## src/sv/vfo_tuning_controller_unit_defines.svh

```systemverilog
// Assertion macros shared by the VFO tuning controller RTL.
`ifndef VFO_TUNING_CONTROLLER_UNIT_DEFINES_SVH
`define VFO_TUNING_CONTROLLER_UNIT_DEFINES_SVH

// Same-cycle implication, checked on every rising edge outside reset.
`define VFOTC_ASSERT_IMP(lbl, ante, cons) \
  lbl: assert property (@(posedge clk) disable iff (!rst_n) (ante) |-> (cons)) \
    else $error("vfotc same-cycle check failed");

// Next-cycle implication, checked on every rising edge outside reset.
`define VFOTC_ASSERT_NXT(lbl, ante, cons) \
  lbl: assert property (@(posedge clk) disable iff (!rst_n) (ante) |=> (cons)) \
    else $error("vfotc next-cycle check failed");

`endif

```

## src/sv/vfotc_pkg.sv

```systemverilog
// Types, constants and lookup tables for the VFO tuning controller.
package vfotc_pkg;

  typedef enum logic [1:0] {
    KIND_TURN   = 2'd0,
    KIND_STEP   = 2'd1,
    KIND_PRESET = 2'd2,
    KIND_NONE   = 2'd3
  } kind_t;

  localparam logic signed [1:0] DIR_UP   = 2'sb01;
  localparam logic signed [1:0] DIR_DOWN = 2'sb11;

  localparam logic [1:0] REG_TUNE_ENABLE = 2'd0;
  localparam logic [1:0] REG_IF_OFFSET   = 2'd1;
  localparam logic [1:0] REG_DIRECT_MODE = 2'd2;

  localparam logic [27:0] FREQ_MAX      = 28'd225000000;
  localparam logic [27:0] FREQ_MIN      = 28'd10000;
  localparam logic [27:0] FREQ_RESET    = 28'd7200000;
  localparam logic [19:0] STEP_MHZ      = 20'd1000000;
  localparam logic [19:0] PRESET_STEP   = 20'd5000;
  localparam logic [2:0]  PRESET_POS    = 3'd5;
  localparam logic [2:0]  STEP_POS_LAST = 3'd6;
  localparam logic [4:0]  TABLE_BANDS   = 5'd21;
  localparam logic [34:0] CHZ_PER_HZ    = 35'd100;
  localparam logic [34:0] CHZ_PER_KHZ   = 35'd100000;

  typedef struct packed {
    logic        tune_enable;
    logic [16:0] if_offset_khz;
    logic        direct_mode;
  } cfg_t;

  typedef struct packed {
    logic [27:0] frequency_hz;
    logic [19:0] step_hz;
    logic [2:0]  step_position;
    logic [4:0]  band_number;
    logic [5:0]  dial_count;
    logic        pll_restart;
    logic        retune;
    logic [34:0] freq_chz;
    logic [34:0] if_chz;
  } result_t;

  function automatic logic [27:0] band_freq(input logic [4:0] band);
    logic [27:0] f;
    case (band)
      5'd1:    f = 28'd100000;
      5'd2:    f = 28'd800000;
      5'd3:    f = 28'd1800000;
      5'd4:    f = 28'd3650000;
      5'd5:    f = 28'd4985000;
      5'd6:    f = 28'd6180000;
      5'd7:    f = 28'd7200000;
      5'd8:    f = 28'd10000000;
      5'd9:    f = 28'd11780000;
      5'd10:   f = 28'd13630000;
      5'd11:   f = 28'd14100000;
      5'd12:   f = 28'd15000000;
      5'd13:   f = 28'd17655000;
      5'd14:   f = 28'd21525000;
      5'd15:   f = 28'd27015000;
      5'd16:   f = 28'd28400000;
      5'd17:   f = 28'd50000000;
      5'd18:   f = 28'd100000000;
      5'd19:   f = 28'd130000000;
      5'd20:   f = 28'd144000000;
      5'd21:   f = 28'd220000000;
      default: f = 28'd0;
    endcase
    return f;
  endfunction

  function automatic logic [19:0] step_for_pos(input logic [2:0] pos);
    logic [19:0] s;
    case (pos)
      3'd1:    s = 20'd1;
      3'd2:    s = 20'd10;
      3'd3:    s = 20'd1000;
      3'd4:    s = 20'd5000;
      3'd5:    s = 20'd10000;
      3'd6:    s = 20'd1000000;
      default: s = 20'd0;
    endcase
    return s;
  endfunction

endpackage

```

## src/sv/vfotc_ctrl.sv

```systemverilog
// Tuning state registers and the next-state logic for one event.
module vfotc_ctrl import vfotc_pkg::*; #(
  parameter int BAND_COUNT     = 21,
  parameter int DIAL_POSITIONS = 42
) (
  input  logic              clk,
  input  logic              rst_n,
  input  logic              accept,
  input  logic [1:0]        kind,
  input  logic signed [1:0] dir,
  input  cfg_t              cfg,
  output result_t           res
);

  localparam logic [5:0] DIAL_MAX = 6'(DIAL_POSITIONS);
  localparam logic [5:0] BAND_MAX = 6'(BAND_COUNT);
  localparam logic signed [29:0] F_MAX_S = 30'sd225000000;
  localparam logic signed [29:0] F_MIN_S = 30'sd10000;
  localparam logic signed [29:0] F_MHZ_S = 30'sd1000000;

  logic [27:0] freq_r, freq_nxt;
  logic [19:0] step_r, step_nxt;
  logic [2:0]  pos_r, pos_nxt;
  logic [4:0]  band_r, band_nxt;
  logic [5:0]  dial_r, dial_nxt;
  logic [16:0] aif_r, aif_nxt;
  logic        pll_nxt, retune_nxt;

  logic signed [29:0] f_w;
  logic [6:0]         d_w;
  logic [5:0]         band_sum;
  kind_t              kind_e;

  assign kind_e = kind_t'(kind);

  always_comb begin
    freq_nxt   = freq_r;
    step_nxt   = step_r;
    pos_nxt    = pos_r;
    band_nxt   = band_r;
    dial_nxt   = dial_r;
    aif_nxt    = aif_r;
    pll_nxt    = 1'b0;
    retune_nxt = 1'b0;
    f_w        = {2'b00, freq_r};
    d_w        = {1'b0, dial_r};
    band_sum   = {1'b0, band_r} + 6'd1;

    case (kind_e)
      KIND_TURN: begin
        if (cfg.tune_enable) begin
          if (dir == DIR_UP) begin
            f_w = f_w + {10'd0, step_r};
          end
          if (f_w >= F_MAX_S) begin
            f_w = F_MAX_S;
          end
          if (dir == DIR_DOWN) begin
            f_w = f_w - {10'd0, step_r};
          end
          if (step_r == STEP_MHZ && f_w <= F_MHZ_S) begin
            f_w = F_MHZ_S;
          end else if (f_w < F_MIN_S) begin
            f_w = F_MIN_S;
          end
          freq_nxt = f_w[27:0];

          if (dir == DIR_UP) begin
            d_w = d_w + 7'd1;
          end
          if (d_w > {1'b0, DIAL_MAX}) begin
            d_w = 7'd1;
          end
          if (dir == DIR_DOWN) begin
            d_w = (d_w <= 7'd1) ? {1'b0, DIAL_MAX} : d_w - 7'd1;
          end else if (d_w == 7'd0) begin
            d_w = {1'b0, DIAL_MAX};
          end
          dial_nxt = d_w[5:0];
        end
      end
      KIND_STEP: begin
        if (pos_r >= 3'd1 && pos_r <= STEP_POS_LAST) begin
          step_nxt = step_for_pos(pos_r);
          pos_nxt  = (pos_r == STEP_POS_LAST) ? 3'd1 : pos_r + 3'd1;
        end
      end
      KIND_PRESET: begin
        band_nxt = (band_sum > BAND_MAX) ? 5'd1 : band_sum[4:0];
        if (band_nxt >= 5'd1 && band_nxt <= TABLE_BANDS) begin
          freq_nxt = band_freq(band_nxt);
        end
        step_nxt = PRESET_STEP;
        pos_nxt  = PRESET_POS;
        if (band_nxt == 5'd1) begin
          aif_nxt = 17'd0;
        end else if (!cfg.direct_mode) begin
          aif_nxt = cfg.if_offset_khz;
        end
        pll_nxt    = 1'b1;
        retune_nxt = (band_nxt == 5'd1);
      end
      default: begin
      end
    endcase
  end

  always_ff @(posedge clk) begin
    if (!rst_n) begin
      freq_r <= FREQ_RESET;
      step_r <= PRESET_STEP;
      pos_r  <= PRESET_POS;
      band_r <= 5'd0;
      dial_r <= 6'd1;
      aif_r  <= 17'd0;
    end else if (accept) begin
      freq_r <= freq_nxt;
      step_r <= step_nxt;
      pos_r  <= pos_nxt;
      band_r <= band_nxt;
      dial_r <= dial_nxt;
      aif_r  <= aif_nxt;
    end
  end

  always_comb begin
    res.frequency_hz  = freq_nxt;
    res.step_hz       = step_nxt;
    res.step_position = pos_nxt;
    res.band_number   = band_nxt;
    res.dial_count    = dial_nxt;
    res.pll_restart   = pll_nxt;
    res.retune        = retune_nxt;
    res.freq_chz      = {7'd0, freq_nxt} * CHZ_PER_HZ;
    res.if_chz        = {18'd0, aif_nxt} * CHZ_PER_KHZ;
  end

endmodule

```

## src/sv/vfotc_out.sv

```systemverilog
// Result pipeline: product register, synthesizer word add and output register.
module vfotc_out import vfotc_pkg::*; (
  input  logic        clk,
  input  logic        rst_n,
  input  logic        in_valid,
  output logic        in_ready,
  input  result_t     res,
  output logic        out_valid,
  input  logic        out_ready,
  output logic [27:0] out_frequency_hz,
  output logic [34:0] out_synth_centihertz,
  output logic [19:0] out_step_hz,
  output logic [2:0]  out_step_position,
  output logic [4:0]  out_band_number,
  output logic [5:0]  out_dial_count,
  output logic        out_pll_restart,
  output logic        out_retune
);

  logic    s1_v_r;
  result_t s1_r;
  logic    s1_adv;
  logic    out_v_r;

  assign s1_adv    = !out_v_r || out_ready;
  assign in_ready  = !s1_v_r || s1_adv;
  assign out_valid = out_v_r;

  always_ff @(posedge clk) begin
    if (!rst_n) begin
      s1_v_r  <= 1'b0;
      out_v_r <= 1'b0;
    end else begin
      if (in_ready) begin
        s1_v_r <= in_valid;
      end
      if (s1_adv) begin
        out_v_r <= s1_v_r;
      end
    end
  end

  always_ff @(posedge clk) begin
    if (in_valid && in_ready) begin
      s1_r <= res;
    end
    if (s1_adv && s1_v_r) begin
      out_frequency_hz     <= s1_r.frequency_hz;
      out_synth_centihertz <= s1_r.freq_chz + s1_r.if_chz;
      out_step_hz          <= s1_r.step_hz;
      out_step_position    <= s1_r.step_position;
      out_band_number      <= s1_r.band_number;
      out_dial_count       <= s1_r.dial_count;
      out_pll_restart      <= s1_r.pll_restart;
      out_retune           <= s1_r.retune;
    end
  end

endmodule

```

## src/sv/vfo_tuning_controller_unit.sv

```systemverilog
// Top level of the VFO tuning controller: configuration registers and block wiring.
//
// One request is accepted per clock cycle, back to back, while the output side does not
// stall. Each request gives one result: on acceptance the tuning state is updated and
// the frequency and IF products are registered, then they are added into the
// synthesizer word in the output register. Configuration writes take effect on the
// next request.
`include "vfo_tuning_controller_unit_defines.svh"

module vfo_tuning_controller_unit import vfotc_pkg::*; #(
  parameter int BAND_COUNT     = 21,
  parameter int DIAL_POSITIONS = 42
) (
  input  logic              clk,
  input  logic              rst_n,
  input  logic              in_valid,
  output logic              in_ready,
  input  logic [1:0]        in_kind,
  input  logic signed [1:0] in_dir,
  output logic              out_valid,
  input  logic              out_ready,
  output logic [27:0]       out_frequency_hz,
  output logic [34:0]       out_synth_centihertz,
  output logic [19:0]       out_step_hz,
  output logic [2:0]        out_step_position,
  output logic [4:0]        out_band_number,
  output logic [5:0]        out_dial_count,
  output logic              out_pll_restart,
  output logic              out_retune,
  input  logic              cfg_we,
  input  logic [1:0]        cfg_index,
  input  logic [16:0]       cfg_wdata
);

  localparam logic [5:0] DIAL_MAX = 6'(DIAL_POSITIONS);

  cfg_t    cfg_r;
  result_t res;
  logic    in_fire;

  assign in_fire = in_valid && in_ready;

  always_ff @(posedge clk) begin
    if (!rst_n) begin
      cfg_r.tune_enable   <= 1'b1;
      cfg_r.if_offset_khz <= 17'd0;
      cfg_r.direct_mode   <= 1'b0;
    end else if (cfg_we) begin
      case (cfg_index)
        REG_TUNE_ENABLE: cfg_r.tune_enable   <= cfg_wdata[0];
        REG_IF_OFFSET:   cfg_r.if_offset_khz <= cfg_wdata;
        REG_DIRECT_MODE: cfg_r.direct_mode   <= cfg_wdata[0];
        default: begin
        end
      endcase
    end
  end

  vfotc_ctrl #(
    .BAND_COUNT     (BAND_COUNT),
    .DIAL_POSITIONS (DIAL_POSITIONS)
  ) u_ctrl (
    .clk    (clk),
    .rst_n  (rst_n),
    .accept (in_fire),
    .kind   (in_kind),
    .dir    (in_dir),
    .cfg    (cfg_r),
    .res    (res)
  );

  vfotc_out u_out (
    .clk                  (clk),
    .rst_n                (rst_n),
    .in_valid             (in_valid),
    .in_ready             (in_ready),
    .res                  (res),
    .out_valid            (out_valid),
    .out_ready            (out_ready),
    .out_frequency_hz     (out_frequency_hz),
    .out_synth_centihertz (out_synth_centihertz),
    .out_step_hz          (out_step_hz),
    .out_step_position    (out_step_position),
    .out_band_number      (out_band_number),
    .out_dial_count       (out_dial_count),
    .out_pll_restart      (out_pll_restart),
    .out_retune           (out_retune)
  );

  `VFOTC_ASSERT_IMP(a_step_pos_range, out_valid, out_step_position >= 3'd1 && out_step_position <= STEP_POS_LAST)
  `VFOTC_ASSERT_IMP(a_dial_range, out_valid, out_dial_count >= 6'd1 && out_dial_count <= DIAL_MAX)
  `VFOTC_ASSERT_IMP(a_preset_step, out_valid && out_pll_restart, out_step_hz == PRESET_STEP && out_step_position == PRESET_POS)
  `VFOTC_ASSERT_IMP(a_retune_band1, out_valid && out_retune, out_pll_restart && out_band_number == 5'd1)
  `VFOTC_ASSERT_NXT(a_freq_cap, out_valid && out_ready, !out_valid || out_frequency_hz <= FREQ_MAX)

endmodule

```

## config.mk

```make
export PLATFORM = sky130hd
export DESIGN_NAME = vfo_tuning_controller_unit
export DESIGN_NICKNAME = d
export VERILOG_FILES = /design/src/sv/vfotc_pkg.sv /design/src/sv/vfotc_ctrl.sv /design/src/sv/vfotc_out.sv /design/src/sv/vfo_tuning_controller_unit.sv
export VERILOG_INCLUDE_DIRS = /design/src /design/src/sv
export SDC_FILE = /design/constraint.sdc
export NUM_CORES = 1
export LEC_CHECK = 0
export BUFFER_PORTS_ARGS = -buffer_cell sky130_fd_sc_hd__buf_4
export CORE_UTILIZATION = 60
export CTS_BUF_LIST = sky130_fd_sc_hd__clkbuf_16
export DETAILED_ROUTE_END_ITERATION = 6
export PLACE_DENSITY = 0.78
export SYNTH_ARGS = -nofsm -noshare
export SYNTH_HDL_FRONTEND = slang
export SYNTH_SLANG_ARGS = --single-unit
```

## constraint.sdc

```tcl
create_clock -name clk -period 18.4 [get_ports clk]
set_clock_uncertainty 0.2 [all_clocks]
set_input_delay 2.76 -clock clk [delete_from_list [all_inputs] [get_ports clk]]
set_output_delay 2.76 -clock clk [all_outputs]
set_load 0.02 [all_outputs]
```

### Word-level counts from Yosys, hierarchy flattened

Memories as Yosys holds them, arrays and structs flattened.
Cells that the tools add are included.
W data, S select, Z words.

| cells by class | value |
|---|---|
| $add $sub $neg | 7 |
| $mul | 2 |
| $lt $le $gt $ge | 10 |
| equality and inequality tests | 14 |
| muxes and demuxes | 37 |
| reductions and logical operators | 15 |

Operators with widths:

| kind | number |
|---|---|
| $mux W30 | 9 |
| $pmux W20 S6 | 1 |
| $mux W28 | 4 |
| $pmux W28 S2 | 1 |
| $mux W17 | 3 |
| $mux W7 | 6 |
| $pmux W20 S2 | 1 |
| $add A35 B34 Y35 | 1 |
| $mul A28 B5 Y33 const B | 1 |
| $ge A30 B29 Y1 const B | 1 |
| $le A30 B21 Y1 const B | 1 |
| $lt A30 B15 Y1 const B | 1 |
| $mux W6 | 5 |
| $sub A30 B20 Y30 | 1 |
| $add A28 B20 Y29 | 1 |
| $mul A17 B12 Y29 const B | 1 |
| $eq A20 B20 Y1 const B | 1 |
| $mux W20 | 1 |
| $mux W5 | 2 |
| $eq A3 B3 Y1 const B | 3 |
| $add A6 B1 Y7 const B | 1 |
| $gt A7 B6 Y1 const B | 1 |
| $le A7 B1 Y1 const B | 1 |
| $logic_not A7 Y1 | 1 |
| other kinds (21) | 36 |

| storage, ports and cells | value |
|---|---|
| register bits after elaboration | 325 |
| memory bits (read-only) | 800 |
| input port bits | 28 |
| output and inout port bits | 101 |
| word-level logic and storage cells | 114 |
| memories | 1 |

Memories:

| name | depth | bits a word | rd ports | clocked after Yosys merged registers in | wr ports | RTL line | RTL |
|---|---|---|---|---|---|---|---|
| (no name shown) | 32 | 25 | 1 | 0 | 0 | vfotc_pkg.sv:49 | `case (band)` |

### Logic depth before layout (Yosys ltp)

Gate-level depths: netlist of the first run.

| depth | value |
|---|---|
| depth after elaboration | 18 |
| depth in mapped cells | 58 |
| gate-level depth less buffers | 55 |

### Hierarchy

A second synthesis of the first run with hierarchy kept.

| unflattened totals | value |
|---|---|
| cells, all modules | 2822 |
| area total of the unflattened synthesis | 26640.6 µm² |

By module, submodules not included:

| module | times used | cells an instance | area an instance (µm²) | sequential area each (µm²) |
|---|---|---|---|---|
| vfotc_ctrl | 1 | 2220 | 16734.8 | 1581.5 |
| vfotc_out | 1 | 517 | 9112.5 | 7036.7 |
| vfo_tuning_controller_unit | 1 | 85 | 793.3 | 380.4 |

### Least setup slack after synthesis of the first run

Ideal clock, no wire load.

| timing | value |
|---|---|
| path kind | input port to flip-flop |
| start | input in_dir[1] |
| end | register u_out.s1_r[68] (netlist name) (data pin) |
| setup time | 266 ps |
| data arrival time | 13365 ps |
| data required time | 17934 ps |
| path slack | 4569 ps |
| stages | 50 |
| path buffers | 5 |
| cells stage by stage | nand2b_1 -> clkbuf_1 -> clkbuf_1 -> clkbuf_1 -> o21ai_0 -> a221oi_1 -> o32ai_2 -> o21a_2 -> a21oi_1 -> o211ai_1 -> ha_1 -> clkbuf_1 -> a21oi_1 -> o21ai_0 -> a221o_1 -> a31oi_1 -> nor2_1 -> maj3_1 -> (+14 left out) -> a21oi_1 -> o21bai_1 -> a21oi_1 -> o21bai_1 -> a21oi_1 -> o21bai_1 -> a21oi_1 -> o21bai_1 -> a21oi_1 -> o21bai_1 -> a2111o_1 -> a31oi_1 -> a21oi_1 -> a21o_1 -> a21oi_1 -> nor2b_1 -> o41ai_1 -> xnor2_1 |

RTL lines:

| item | RTL line | RTL |
|---|---|---|
| start: declaration | vfo_tuning_controller_unit.sv:19 | `input logic signed [1:0] in_dir,` |
| end signal: assignment | vfotc_out.sv:45 | `s1_r <= res;` |
| end: declaration | vfotc_out.sv:21 | `result_t s1_r;` |

==> results of run 1 <==
power breakdown:
group          total [uW]  switching (uW)  internal (uW)
sequential            933            46.4            887
clock                 693             298            395
combinational        1010             613            396
sequential cells by signal (all words and copies together), names as in the netlist:
name / flops
cfg_r: 19
u_ctrl.aif_r: 17
u_ctrl.band_r: 5
u_ctrl.dial_r: 6
u_ctrl.freq_r: 28
u_ctrl.pos_r: 3
u_ctrl.step_r: 20
u_out.out_band_number: 5
u_out.out_dial_count: 6
u_out.out_frequency_hz: 28
u_out.out_pll_restart: 1
u_out.out_retune: 1
u_out.out_step_hz: 20
u_out.out_step_position: 3
u_out.out_synth_centihertz: 30
u_out.out_valid: 1
u_out.s1_r: 123
u_out.s1_v_r: 1
Yosys cell counts (22+ instances only):
| cell type | instances | area [um^2] |
|---|---|---|
| edfxtp_1 | 217 | 6516 |
| inv_1 | 239 | 897.1 |
| xnor2_1 | 85 | 744.5 |
| fa_1 | 73 | 1461 |
| nand2b_1 | 31 | 193.9 |
| nor3_1 | 49 | 245.2 |
| xor2_1 | 31 | 271.5 |
| nand3_1 | 71 | 355.3 |
| nand2_1 | 307 | 1152 |
| a21o_1 | 37 | 277.8 |
| clkbuf_1 | 92 | 345.3 |
| a211oi_1 | 26 | 195.2 |
| a22o_1 | 24 | 210.2 |
| nand4_1 | 22 | 137.6 |
| a21boi_0 | 27 | 202.7 |
| o21ai_0 | 146 | 730.7 |
| o211ai_1 | 29 | 217.7 |
| ha_1 | 279 | 3491 |
| a31oi_1 | 32 | 200.2 |
| nor2_1 | 160 | 600.6 |
| a21oi_1 | 214 | 1071 |
| and3_1 | 27 | 168.9 |
| and2_1 | 32 | 200.2 |
| dfxtp_1 | 100 | 2002 |
layer usage:
metal	track usage [%]	up-vias	wire length [um]
li1	-	9935	-
met1	43.65	10250	30090
met2	60.50	890	36190
met3	4.809	231	4547
met4	19.83	0	4582
met5	0	-	0
cell families (layout without fill, tap and decap cells):
kind of cell / after synthesis / after routing
simple gates: 800 / 800
compound gates: 743 / 743
fa+ha+maj: 355 / 355
buf+inv: 355 / 456
flops: 317 / 317
xor+xnor: 116 / 116
mux: 20 / 20
other cells: 1 / 2
cell usage in the layout (no fill, tap or decap), types with 32 or more instances in the layout:
master,n
dfxtp_1,100
buf_4,150
edfxtp_1,217
and2_1,32
fa_1,73
ha_1,279
a21oi_1,213
nand2_1,306
a21o_1,37
a31oi_1,32
nand3_1,71
xnor2_1,85
o21ai_0,146
nor3_1,49
clkbuf_16,37
inv_1,250
nor2_1,160
worst paths after layout:
| kind | from | end | slack, ns | cells after the start |
|---|---|---|---|---|
| setup / recovery | in_dir[1] | u_out.s1_r[69] | 3.06 | 52 |
| hold / removal | u_out.s1_r[85] | u_out.out_step_position[2] | 0.22 | 0 |
| setup reg to reg | u_ctrl.step_r[0] | u_out.s1_r[69] | 3.99 | 54 |
| hold reg to reg | u_out.s1_r[85] | u_out.out_step_position[2] | 0.22 | 0 |
final cells by class:
cell class,count,share of cell area [%]
clock buffer,37,3.368
clock inverter,27,0.7146
inverter,242,3.323
multi-input combinational,2036,55.09
sequential,317,30.99
tap,532,2.422
timing repair buffer,150,4.097
per-stage QoR:
stage	total power [uW]	setup slack [ns]
floorplan	1659	4.569
global placement	1883	3.207
detailed placement	1918	2.820
CTS	2625	3.350
global route	2772	1.944
finish	2635	3.058
worst register-to-register path, delay by kind of cell, from the launching register on:
family / cells / cell delay [ns]
DFF: 1 / 0.65
buffers and inverters: 2 / 0.36
xor gates and xnor gates: 1 / 0.07
AOI/OAI and AO/OA: 36 / 8.58
and+or+nand+nor: 7 / 1.33
adders and majority gates: 8 / 3.00
==> impl_metrics.ini, run 1 <==
[die]
pin_count = 129
core-area_um2 = 40920
num_rows = 74
die_x_um = 206.2
die_area_um2 = 42500
die_h_um = 206.2
start_util_pct = 61.11

[yosys]
yosys.area_share.simple_pct = 15.31
synthesis.area_um2 = 25010
synth-edff-count = 217
synth.distinct_cells = 112
synth-compound-area-share_pct = 20.33
synthCells = 2707
ys_warn_count = 0
ys_seq_area_share_pct = 34.06
synth.avg_cell_area_um2 = 9.238
synthMuxAreaShare_pct = 0.8255
synth_seq_cells = 317
async_flop_share_pct = 0
synth_top_family_by_area = compound AO/OA/AOI/OAI gates
synth_xor_area_share_pct = 4.063
ys.flop_type = edfxtp_1
synth-adder-area-share_pct = 19.92

[outcome]
status = complete, but fails checks
violations = DRC

[cells_and_area]
n_fill_cell = 3249
area_delta_synth_final_pct = 9.916
final-seq-area_um2 = 8518
fin_nets = 3162
multiInputGateArea_um2 = 15140
finalInstanceArea_um2 = 27490
insertedDiodeCount = 0
drive_gt1_share_pct = 9.683
utilization_pct = 67.17
stdcell_count = 3341

[place]
place_inst = 3277
place_congestion = 0.9997
portBuffers = 126
placed_area_um2 = 26370
hpwl_um = 57710

[setup_path]
critPathMostFrequentCell = a21oi_1
crit_arrival_ns = 15.46
crit_family = compound AO/OA/AOI/OAI gates
slowest_stage = a311oi_1
required_ns = 18.52
cp_num_buf_inv = 3
path_class = input port to register
startpoint_type = input port
cpPeakStageDelay_ns = 0.74
worstPathMaxFanout = 43
endpoint_kind = register

[clocking]
clkLatencyLatePin_ns = 0.56
postCtsHoldBufs = 0
cts_resized = 0
clkSlewWorstSetupHoldPaths_ns = 0.07
cts_sinks = 317
clockRootBuffer = clkbuf_16
h-tree-depth = 2
cts_tree = done
cts_buffers = 35
cts_buffer_depth = 3
postCtsSetupBuffers = 0

[sta]
setup_violations = 0
clock.fmax_mhz = 65.18
finalHoldViolCount = 0
max-slew-margin-rel_pct = 33.29
timing.final.crit_share_pct = 83.38
maxSlewViolCount = 0
final.setup.tns_ns = 0
max_slew.worst_pin.slew_ns = 0.9881
rsz0062_at_grt = no
hold_ws_ns = 0.2175
period_minus_slack_ns = 15.34

[power]
p_leak_uw = 0.01213
peakVddDrop_mv = 0.08573
pwr_density_cell_nw_per_um2 = 95.85

[drt]
dr.pass1.iters = 7
drc = 7
wire_per_inst_um = 22.57
ant_nets = 0
drt_iter0_markers = 2028
totalWireLength_um = 75410
vias_per_cell = 6.378
dr_total_vias = 21310

[global_routing]
grt_max_degree = 75
track_usage_pct = 35.65
grt_pass1_wl_um = 115900
overflow = 0
grt_pass1_vias = 20600
antenna_found_initial = 0

[worst_hold_path]
hold_path_class = register to register

[flow_run]
maxCapViolCount = 0
Power figures use the tool's default switching activity.
==> inputs of run 2 (changes only) <==
--- a/config.mk
+++ b/config.mk
@@ -6,8 +6,9 @@
 export SDC_FILE = /design/constraint.sdc
 export NUM_CORES = 1
 export LEC_CHECK = 0
+export ABC_AREA = 1
 export BUFFER_PORTS_ARGS = -buffer_cell sky130_fd_sc_hd__buf_4
-export CORE_UTILIZATION = 60
+export CORE_UTILIZATION = 57
 export CTS_BUF_LIST = sky130_fd_sc_hd__clkbuf_16
 export DETAILED_ROUTE_END_ITERATION = 6
 export PLACE_DENSITY = 0.78
==> constraint.sdc (replaced) <==
create_clock -name clk -period 13.5 [get_ports clk]
set_clock_uncertainty 0.2 [all_clocks]
set_input_delay 2.025 -clock clk [delete_from_list [all_inputs] [get_ports clk]]
set_output_delay 2.025 -clock clk [all_outputs]
set_load 0.02 [all_outputs]
==> impl_metrics.ini, run 2 <==
[drt]
ant_nets = 0
dr.pass1.iters = 6
drc = 0
totalWireLength_um = 74870
dr_total_vias = 21980
drt_iter0_markers = 2094
vias_per_cell = 5.713
wire_per_inst_um = 19.46

[clocking]
cts_tree = done
cts_resized = 0
postCtsHoldBufs = 0
h-tree-depth = 2
cts_sinks = 317
postCtsSetupBuffers = 0
clockRootBuffer = clkbuf_16
clkLatencyLatePin_ns = 0.56
cts_buffer_depth = 3
cts_buffers = 36
clkSlewWorstSetupHoldPaths_ns = 0.06

[yosys]
synth_most_common_cell = nand2_1
yosysTopAreaCellShare_pct = 26.07
synth.distinct_cells = 61
synthesis.area_um2 = 24990
synth_seq_cells = 317
async_flop_share_pct = 0
yosys.area.top_type = edfxtp_1
synthTopCellsByCount = nand2_1, inv_1, ha_1
synth.avg_cell_area_um2 = 7.982
synthCells = 3131
synthTopCellsByArea = edfxtp_1, ha_1, nand2_1
synth-edff-count = 217
ys.flop_type = edfxtp_1
ys_seq_area_share_pct = 34.08
ys_warn_count = 0

[power]
combPwrFrac_pct = 48.2
p_int_uw = 2663
p_leak_uw = 0.01370
swShare_pct = 41.16
p_seq_share_pct = 31.3
clock_power_share_pct = 20.5
pwr_density_cell_nw_per_um2 = 163.9
p_sw_uw = 1863
peakVddDrop_mv = 0.1378

[cells_and_area]
fin_nets = 3616
largestRegisters = u_out.s1_r: 123 flops, u_out.out_synth_centihertz: 30 flops
utilization_pct = 63.96
final_common_cell = nand2_1
largest_reg_flops = 123
drive_gt1_share_pct = 9.289
area_delta_synth_final_pct = 10.49
regMostFlops = u_out.s1_r
final_cell_mix = nand2_1, inv_1, ha_1, a21oi_1, edfxtp_1
stdcell_count = 3847
n_fill_cell = 3790
insertedDiodeCount = 0

[setup_path]
crit_arrival_ns = 11.94
endpoint_kind = register
critPathMostFrequentCell = nand2_1
slowest_stage = fa_1
required_ns = 13.58
startpoint_type = input port
path_class = input port to register
worstPathMaxFanout = 36
cpPeakStageDelay_ns = 0.46

[place]
place_congestion = 1.005
place_inst = 3783
hpwl_um = 59240
portBuffers = 126

[global_routing]
grt_pass1_wl_um = 115000
grt_max_degree = 104
track_usage_pct = 33.51
antenna_found_initial = 1
grt_pass1_vias = 20950
overflow = 0

[die]
die_x_um = 211.4
pin_count = 129
die_area_um2 = 44690
num_rows = 76
die_h_um = 211.4
core-area_um2 = 43170
start_util_pct = 57.89

[sta]
max-slew-margin-rel_pct = 16.78
setup_violations = 0
clock.fmax_mhz = 84.36
final.setup.tns_ns = 0
max_slew.worst_pin.slew_ns = 1.248
timing.final.crit_share_pct = 87.80
finalHoldViolCount = 0
maxSlewViolCount = 0
rsz0062_at_grt = no
hold_ws_ns = 0.2097
period_minus_slack_ns = 11.85

[outcome]
status = completed

[flow_run]
maxCapViolCount = 0

[worst_hold_path]
hold_path_class = register to register
-- run 2: cell count changes in the layout (fill, tap and decap cells not counted), moves of 28 or more --
cell / delta
and2_1: -31
nand2b_1: -30
xnor2_1: -56
xor2_1: +43
a21oi_1: +42
nand3_1: +98
inv_1: +279
nor2_1: +55
o21ai_1: +28
nand2_1: +312
a21o_1: -34
-- run 2: worst max-delay path, delay by kind of cell --
kind	cells	cell delay (ns)
XOR/XNOR	2	0.34
AND/OR/NAND/NOR	34	3.84
adder cells (fa/ha/maj)	5	1.81
AO/OA/AOI/OAI	13	2.67
buffers and inverters	8	1.20
-- run 2: layout make-up --
| cell class | count | area (um^2) | share of cell area, % |
|---|---|---|---|
| multi-input cells | 2176 | 14030 | 50.81 |
| inverters | 553 | 2083 | 7.544 |
| clock inverters | 28 | 209.0 | 0.7567 |
| flip-flops and latches | 317 | 8518 | 30.85 |
| well taps | 585 | 732.0 | 2.651 |
| repair buffers | 152 | 1141 | 4.132 |
| clock buffers | 36 | 900.9 | 3.262 |
-- run 2: stage by stage --
stage               area, um^2  total power [uW]  worst slack [ns]
finish                   27610              4525             1.646
global route             27610              4825            0.8903
CTS                      27610              4511             1.934
detailed placement       26500              3563             1.382
global placement         26500              3495             1.770
floorplan                25000              2968             3.170
-- run 2: final timing paths --
path                    start               endpoint  slack (ns)  cells past startpoint
max                 in_dir[1]         u_out.s1_r[69]        1.65                     62
min            u_out.s1_r[71]  u_out.out_pll_restart        0.21                      0
max reg2reg  u_ctrl.step_r[0]         u_out.s1_r[69]        1.92                     65
min reg2reg    u_out.s1_r[71]  u_out.out_pll_restart        0.21                      0
-- run 2: power groups by stage --
stage | Sequential, uW | Combinational (uW) | Clock, uW
floorplan | 1460 | 1500 | 0
global placement | 1430 | 2060 | 0
detailed placement | 1430 | 2130 | 0
CTS | 1420 | 2160 | 936
global route | 1430 | 2420 | 975
finish | 1420 | 2180 | 927
-- run 2: routing by layer --
layer | vias up | wire length, um | global-route usage, %
li1 | 10560 | - | -
met1 | 10340 | 33200 | 46.62
met2 | 925 | 32990 | 52.60
met3 | 148 | 6611 | 6.720
met4 | 2 | 2063 | 10.02
met5 | - | 12 | 0
-- run 2: cells by family after synthesis --
family | Yosys count | share of synthesized area (%)
AOI/OAI and AO/OA | 573 | 12.72
buffers and inverters | 639 | 9.878
adders and majority gates | 352 | 19.82
other | 1 | 0.01501
DFF | 317 | 34.08
xor gates and xnor gates | 104 | 3.675
and+or+nand+nor | 1145 | 19.81
